### src/sv/hfcc_pkg.sv
`timescale 1ns / 1ps
`default_nettype none

package hfcc_pkg;

  localparam int unsigned FrameLen = 6;
  localparam logic [7:0] CrcInit = 8'hFF;
  localparam logic [7:0] CrcTop = 8'h80;
  localparam logic [7:0] CrcPolyReset = 8'h31;
  localparam int unsigned OutWidth = 40;

  typedef enum logic [2:0] {
    POS_TEMP_HI = 3'd0,
    POS_TEMP_LO = 3'd1,
    POS_TEMP_CRC = 3'd2,
    POS_HUM_HI = 3'd3,
    POS_HUM_LO = 3'd4,
    POS_HUM_CRC = 3'd5
  } byte_pos_t;

  typedef enum logic [1:0] {
    STATUS_OK = 2'd0,
    STATUS_CRC_BAD = 2'd1,
    STATUS_XFER_ERR = 2'd2
  } frame_status_t;

  typedef enum logic {
    REG_CRC_POLY = 1'b0,
    REG_CHECK_CRC = 1'b1
  } reg_index_t;

  typedef struct packed {
    logic [15:0] temperature_raw;
    logic [15:0] humidity_raw;
    frame_status_t frame_status;
  } frame_result_t;

  typedef struct packed {
    logic result_valid;
    logic [2:0] position;
  } frame_info_t;

endpackage

`default_nettype wire

### src/sv/hfcc_crc8.sv
`timescale 1ns / 1ps
`default_nettype none

module hfcc_crc8 (
  input  wire logic [7:0] crc_in,
  input  wire logic [7:0] data_in,
  input  wire logic [7:0] poly,
  output logic      [7:0] crc_out
);
  import hfcc_pkg::*;

  // MSB first, one bit per step
  always_comb begin
    logic [7:0] v;
    v = crc_in ^ data_in;
    for (int k = 0; k < 8; k++) begin
      if ((v & CrcTop) != 8'h00) begin
        v = {v[6:0], 1'b0} ^ poly;
      end else begin
        v = {v[6:0], 1'b0};
      end
    end
    crc_out = v;
  end

endmodule

`default_nettype wire

### src/sv/hfcc_frame.sv
`timescale 1ns / 1ps
`default_nettype none

module hfcc_frame (
  input  wire logic                   clk,
  input  wire logic                   rst,
  input  wire logic                   cfg_we,
  input  wire logic                   cfg_index,
  input  wire logic [7:0]             cfg_data,
  input  wire logic                   in_fire,
  input  wire logic [7:0]             data_byte,
  input  wire logic                   transfer_error,
  output hfcc_pkg::frame_result_t     result,
  output hfcc_pkg::frame_info_t       info
);
  import hfcc_pkg::*;

  logic [7:0] crc_poly;
  logic check_crc;
  logic [2:0] byte_position;
  logic [7:0] running_crc;
  logic [15:0] temperature_word;
  logic [15:0] humidity_word;
  logic crc_bad;
  logic transfer_failed;

  logic [2:0] pos;
  logic [7:0] crc_seed;
  logic [7:0] crc_upd;
  logic crc_miss;

  // out-of-frame positions restart the frame
  assign pos = (byte_position >= 3'(FrameLen)) ? POS_TEMP_HI : byte_position;
  assign crc_seed = (pos == POS_TEMP_HI || pos == POS_HUM_HI) ? CrcInit : running_crc;
  assign crc_miss = running_crc != data_byte;

  hfcc_crc8 u_crc (
    .crc_in (crc_seed),
    .data_in(data_byte),
    .poly   (crc_poly),
    .crc_out(crc_upd)
  );

  always_comb begin
    result.temperature_raw = temperature_word;
    result.humidity_raw = humidity_word;
    if (transfer_failed || transfer_error) begin
      result.frame_status = STATUS_XFER_ERR;
    end else if (check_crc && (crc_bad || crc_miss)) begin
      result.frame_status = STATUS_CRC_BAD;
    end else begin
      result.frame_status = STATUS_OK;
    end
    info.result_valid = pos == POS_HUM_CRC;
    info.position = byte_position;
  end

  always_ff @(posedge clk) begin
    if (rst) begin
      crc_poly <= CrcPolyReset;
      check_crc <= 1'b1;
    end else if (cfg_we) begin
      unique case (reg_index_t'(cfg_index))
        REG_CRC_POLY: crc_poly <= cfg_data;
        REG_CHECK_CRC: check_crc <= cfg_data[0];
        default: ;
      endcase
    end
  end

  always_ff @(posedge clk) begin
    if (rst) begin
      byte_position <= POS_TEMP_HI;
      running_crc <= CrcInit;
      temperature_word <= '0;
      humidity_word <= '0;
      crc_bad <= 1'b0;
      transfer_failed <= 1'b0;
    end else if (in_fire) begin
      if (pos == POS_HUM_CRC) begin
        byte_position <= POS_TEMP_HI;
        running_crc <= CrcInit;
        temperature_word <= '0;
        humidity_word <= '0;
        crc_bad <= 1'b0;
        transfer_failed <= 1'b0;
      end else begin
        byte_position <= pos + 3'd1;
        if (transfer_error) begin
          transfer_failed <= 1'b1;
        end
        unique case (pos)
          POS_TEMP_HI: begin
            running_crc <= crc_upd;
            temperature_word <= {data_byte, 8'h00};
          end
          POS_TEMP_LO: begin
            running_crc <= crc_upd;
            temperature_word <= {temperature_word[15:8], data_byte};
          end
          POS_TEMP_CRC: begin
            if (crc_miss) begin
              crc_bad <= 1'b1;
            end
            running_crc <= CrcInit;
          end
          POS_HUM_HI: begin
            running_crc <= crc_upd;
            humidity_word <= {data_byte, 8'h00};
          end
          POS_HUM_LO: begin
            running_crc <= crc_upd;
            humidity_word <= {humidity_word[15:8], data_byte};
          end
          default: ;
        endcase
      end
    end
  end

endmodule

`default_nettype wire

### src/sv/hfcc_out_reg.sv
`timescale 1ns / 1ps
`default_nettype none

module hfcc_out_reg (
  input  wire logic                   clk,
  input  wire logic                   rst,
  input  wire logic                   load,
  input  wire hfcc_pkg::frame_result_t result,
  output logic                        can_load,
  output logic                        m_tvalid,
  input  wire logic                   m_tready,
  output logic [hfcc_pkg::OutWidth-1:0] m_tdata
);
  import hfcc_pkg::*;

  frame_result_t held;

  function automatic logic [33:0] result_pack(frame_result_t r);
    return {r.frame_status, r.humidity_raw, r.temperature_raw};
  endfunction

  // a waiting result that is taken this cycle frees the slot
  assign can_load = !m_tvalid || m_tready;
  assign m_tdata = {(OutWidth - 34)'(0), result_pack(held)};

  always_ff @(posedge clk) begin
    if (rst) begin
      m_tvalid <= 1'b0;
    end else if (load) begin
      m_tvalid <= 1'b1;
    end else if (m_tready) begin
      m_tvalid <= 1'b0;
    end
  end

  always_ff @(posedge clk) begin
    if (load) begin
      held <= result;
    end
  end

endmodule

`default_nettype wire

### src/sv/humidity_frame_crc_checker_top.sv
`timescale 1ns / 1ps
`default_nettype none

// Checks six-byte temperature/humidity readouts, one byte per item on the
// slave stream: bytes 0,1 form the temperature word, byte 2 its CRC-8, bytes
// 3,4 the humidity word, byte 5 its CRC-8 (MSB first, init 0xFF, polynomial
// from register 0, no final XOR). After the sixth byte one result appears
// on the master stream in the cycle after, with both words and a status: 0 ok,
// 1 CRC mismatch (only when register 1 is set), 2 transfer error, which
// wins. Each byte passes through a single byte-wide CRC stage;
// a byte is accepted in every cycle except while a finished result waits
// unaccepted in the output register.
module humidity_frame_crc_checker_top (
  input  wire logic        clk,
  input  wire logic        rst,
  input  wire logic        cfg_we,
  input  wire logic        cfg_index,
  input  wire logic [7:0]  cfg_data,
  input  wire logic        s_tvalid,
  output logic             s_tready,
  input  wire logic [7:0]  s_tdata,   // [7:0] data_byte
  input  wire logic        s_tuser,   // [0] transfer_error
  output logic             m_tvalid,
  input  wire logic        m_tready,
  output logic [39:0]      m_tdata    // [15:0] temperature_raw, [31:16] humidity_raw,
                                      // [33:32] frame_status, [39:34] zero
);
  import hfcc_pkg::*;

  frame_result_t result;
  frame_info_t info;
  logic in_fire;
  logic can_load;

  assign s_tready = can_load;
  assign in_fire = s_tvalid && s_tready;

  hfcc_frame u_frame (
    .clk           (clk),
    .rst           (rst),
    .cfg_we        (cfg_we),
    .cfg_index     (cfg_index),
    .cfg_data      (cfg_data),
    .in_fire       (in_fire),
    .data_byte     (s_tdata),
    .transfer_error(s_tuser),
    .result        (result),
    .info          (info)
  );

  hfcc_out_reg u_out (
    .clk     (clk),
    .rst     (rst),
    .load    (in_fire && info.result_valid),
    .result  (result),
    .can_load(can_load),
    .m_tvalid(m_tvalid),
    .m_tready(m_tready),
    .m_tdata (m_tdata)
  );

`ifndef SYNTHESIS
  a_pos_range: assert property (@(posedge clk) disable iff (rst)
    info.position <= 3'(FrameLen - 1))
    else $error("byte position left the frame");

  a_result_follows: assert property (@(posedge clk) disable iff (rst)
    (in_fire && info.result_valid) |=> m_tvalid)
    else $error("sixth byte gave no result");

  a_no_result_early: assert property (@(posedge clk) disable iff (rst)
    (!m_tvalid && !(in_fire && info.result_valid)) |=> !m_tvalid)
    else $error("result without a sixth byte");

  a_status_code: assert property (@(posedge clk) disable iff (rst)
    m_tvalid |-> (m_tdata[33:32] != 2'd3 && m_tdata[39:34] == 6'd0))
    else $error("bad status or padding");
`endif

endmodule

`default_nettype wire

### config.mk
export PLATFORM = sky130hd
export DESIGN_NAME = humidity_frame_crc_checker_top
export DESIGN_NICKNAME = d
export VERILOG_FILES = /design/src/sv/hfcc_pkg.sv /design/src/sv/hfcc_crc8.sv /design/src/sv/hfcc_frame.sv /design/src/sv/hfcc_out_reg.sv /design/src/sv/humidity_frame_crc_checker_top.sv
export SDC_FILE = /design/constraint.sdc
export NUM_CORES = 1
export LEC_CHECK = 0
export BUFFER_PORTS_ARGS = -buffer_cell sky130_fd_sc_hd__buf_4
export CORE_MARGIN = 1
export CORE_UTILIZATION = 35
export DETAILED_ROUTE_END_ITERATION = 8
export GPL_TIMING_DRIVEN = 0
export SLEW_MARGIN = 10
export SYNTH_ARGS = -nofsm -noshare
export SYNTH_HDL_FRONTEND = slang
export SYNTH_SLANG_ARGS = --single-unit
### constraint.sdc
create_clock -name clk -period 7.3 [get_ports clk]
set_input_delay 1.46 -clock clk [delete_from_list [all_inputs] [get_ports clk]]
set_output_delay 1.46 -clock clk [all_outputs]
set_load 0.02 [all_outputs]
==> impl_metrics.tcl <==
set metrics [dict create \
    status "complete, no violations" \
    drive_above_1_share 0.1725 \
    drt-initial-drc-count 389 \
    vias 4631 \
    clock_latency_ns 0.34 \
    start_kind "flip-flop" \
    synth.top_cell.area_share 0.2147 \
    die_h_microns 123.1 \
    p_leak_nw 2.222 \
    hold_ws_ns 0.4271 \
    dieArea_sq_mm 0.01514 \
    routabilityCongestion 0.9440 \
    cp_common_cell "and4_1" \
    n_fill_cell 1436 \
    slew_viol_final 0 \
    clock-sinks 89 \
    avgSynthCellArea_sq_um 9.158 \
    design.portCount 65 \
    async_flop_share 0 \
    worstHoldPathType "reg -> reg" \
    cts_buffers 9 \
    layout_common_cells "nand2_1 (64), nor2_1 (59), buf_4 (58), dfxtp_1 (55), a21oi_1 (37)" \
    cts_buffer_depth 2 \
    viasPerCell 5.703 \
    multi_input_area_sq_mm 0.002790 \
    htreeDepth 3 \
    setup_violations 0 \
    hold_violations 0 \
    dieWidth_microns 123.1 \
    detail_route.first_pass.iterations 7 \
    syn-instance-count 560 \
    synth_cell_types 77 \
    yosysSeqAreaShare 0.4138 \
    cts_resized 0 \
    yosys_warnings 0 \
    worstReg2RegStart "u_frame.byte_position[2]$_SDFFE_PP0P_" \
    cts_tree "built" \
    hp-start "u_frame.temperature_word[6]$_SDFFE_PP0P_" \
    antenna_found_initial 0 \
    wirelength_microns 14810 \
    cp.arrival_ns 6.12 \
    grt_usage 0.2004 \
    insertedDiodeCount 0 \
    synth_edf_count 34 \
    grt_overflow 0 \
    cp-end-kind "flip-flop" \
    worstPathCellList "buf_6 -> nor2b_1 -> inv_1 -> clkbuf_1 -> ha_1 -> a211o_1 -> or3_4 -> a2111oi_4 -> o21ai_0 -> and4_1 -> or4_4 -> and2_1 -> xnor3_1 -> buf_4 -> nor2_1 -> o211ai_1 -> and4_1 -> a2111oi_0 -> nor3b_1" \
    critPathBufInv 4 \
    synth.area.top_cells "dfxtp_1 (21%), edfxtp_1 (20%), nand2_1 (4.7%)" \
    path_max_fanout 10 \
    finalNonFillerCells 812 \
    nets 651 \
    cts-hold-fix-buffers 0 \
    cp.required_ns 7.51 \
    dp_cells 796 \
    area_growth_pct 17.57 \
    cp-startpoint "u_frame.byte_position[2]$_SDFFE_PP0P_" \
    irDropWorstVdd_mv 0.1113 \
    finalCoreUtilization 0.4277 \
    drc 0 \
    powerDensity_mw_per_mm2 271.0 \
    p_total_mw 1.634 \
    cts_setup_buffers 0 \
    routedWlPerCell_microns 18.24 \
    grt_max_degree 37 \
    grt_pass1_wl_microns 22830 \
    io_buffers 51 \
    period_share 0.8097 \
    tightest_slew_ns 1.249 \
    fin_skew_ns 0.005772 \
    totalNegativeSetupSlack_ns 0 \
    cap_violations 0 \
    min_period_ns 5.911 \
    path_clk_slew_ns 0.06 \
    slowest_delay_ns 0.53 \
    grt_pass1_vias 4255 \
    rsz0062_at_grt "no" \
    root_buffer "clkbuf_16" \
    place_hpwl_microns 10940 \
    seq_area_sq_mm 0.002122 \
    slew_headroom 0.1459 \
    placementRows 43 \
    coreArea_sq_mm 0.01410 \
    critical-path-top-delay-family "simple AND/OR/NAND/NOR gates" \
    rrSetupSlack_ns 1.39 \
    max_freq_mhz 169.2 \
    floorplan.initialDensity 0.3638 \
    synth_area_sq_mm 0.005129 \
    crit_type "reg -> reg" \
    layout_commonest_cell "nand2_1" \
    ys_seq_elements 89 \
    postRouteAntennaNets 0 \
    synth_flop_cell "dfxtp_1" \
    yosysTopAreaCell "dfxtp_1" \
    cpMaxStageDelayCell "a2111oi_4" \
]
==> synthesized netlist by cell type, drive strengths merged, types with 11 or more instances <==
cell	instances
nand2	64
nor2	60
dfxtp	55
a21oi	37
edfxtp	34
nand3	28
xnor2	26
clkbuf	25
o21ai	23
a22oi	17
buf	16
o211ai	16
nor3	14
xor2	11
==> final timing paths <==
kind | endpoint | cells past startpoint
setup / recovery | u_frame.running_crc[7]$_SDFFE_PP1P_ | 19
hold / removal | u_out.m_tdata[6]$_DFFE_PP_ | 0
setup reg to reg | u_frame.running_crc[7]$_SDFFE_PP1P_ | 19
hold reg to reg | u_out.m_tdata[6]$_DFFE_PP_ | 0
==> layout make-up <==
type	count	share of cell area
multi-input cells	425	0.4628
well taps	180	0.03735
flip-flops and latches	89	0.3519
inverters	10	0.006225
plain buffers	41	0.03279
clock inverters	5	0.006848
clock buffers	11	0.03860
repair buffers	51	0.06350
==> metal layers <==
layer	vias up	global-route usage	routed length (microns)
li1	2207	-	-
met1	2198	0.2691	6606
met2	192	0.3146	6852
met3	34	0.03552	923
met4	0	0.08886	427
met5	-	0	0
==> where the power goes <==
| group | total, mW | internal [mW] | leakage [nW] | switching [mW] |
|---|---|---|---|---|
| logic | 0.639 | 0.260 | 1.30 | 0.379 |
| registers | 0.567 | 0.543 | 0.789 | 0.0247 |
| clock network | 0.428 | 0.234 | 0.132 | 0.194 |
==> cells by family after synthesis <==
kind of cell               after synthesis  share of synthesized area
buffers and inverters                   51                    0.04587
AOI/OAI and AO/OA                      152                     0.2220
muxes                                    2                   0.004147
and+or+nand+nor                        222                     0.2227
other                                    1                  0.0007312
DFF                                     89                     0.4138
xor gates and xnor gates                42                    0.08832
adders and majority gates                1                   0.002439
==> stage by stage <==
step	setup WS [ns]	instance area (sq um)
2_1_floorplan	2.208	5147
3_5_place_dp	1.480	5756
4_1_cts	1.458	6030
3_3_place_gp	1.529	5756
5_1_grt	0.9541	6030
6_report	1.389	6030
==> sequential cells by signal (all words and copies together) (netlist names) <==
register / cells
u_frame.byte_position: 3
u_frame.check_crc: 1
u_frame.crc_bad: 1
u_frame.crc_poly: 8
u_frame.humidity_word: 16
u_frame.running_crc: 8
u_frame.temperature_word: 16
u_frame.transfer_failed: 1
u_out.m_tdata: 34
u_out.m_tvalid: 1
Note: power is estimated with default switching activity, not from simulation.
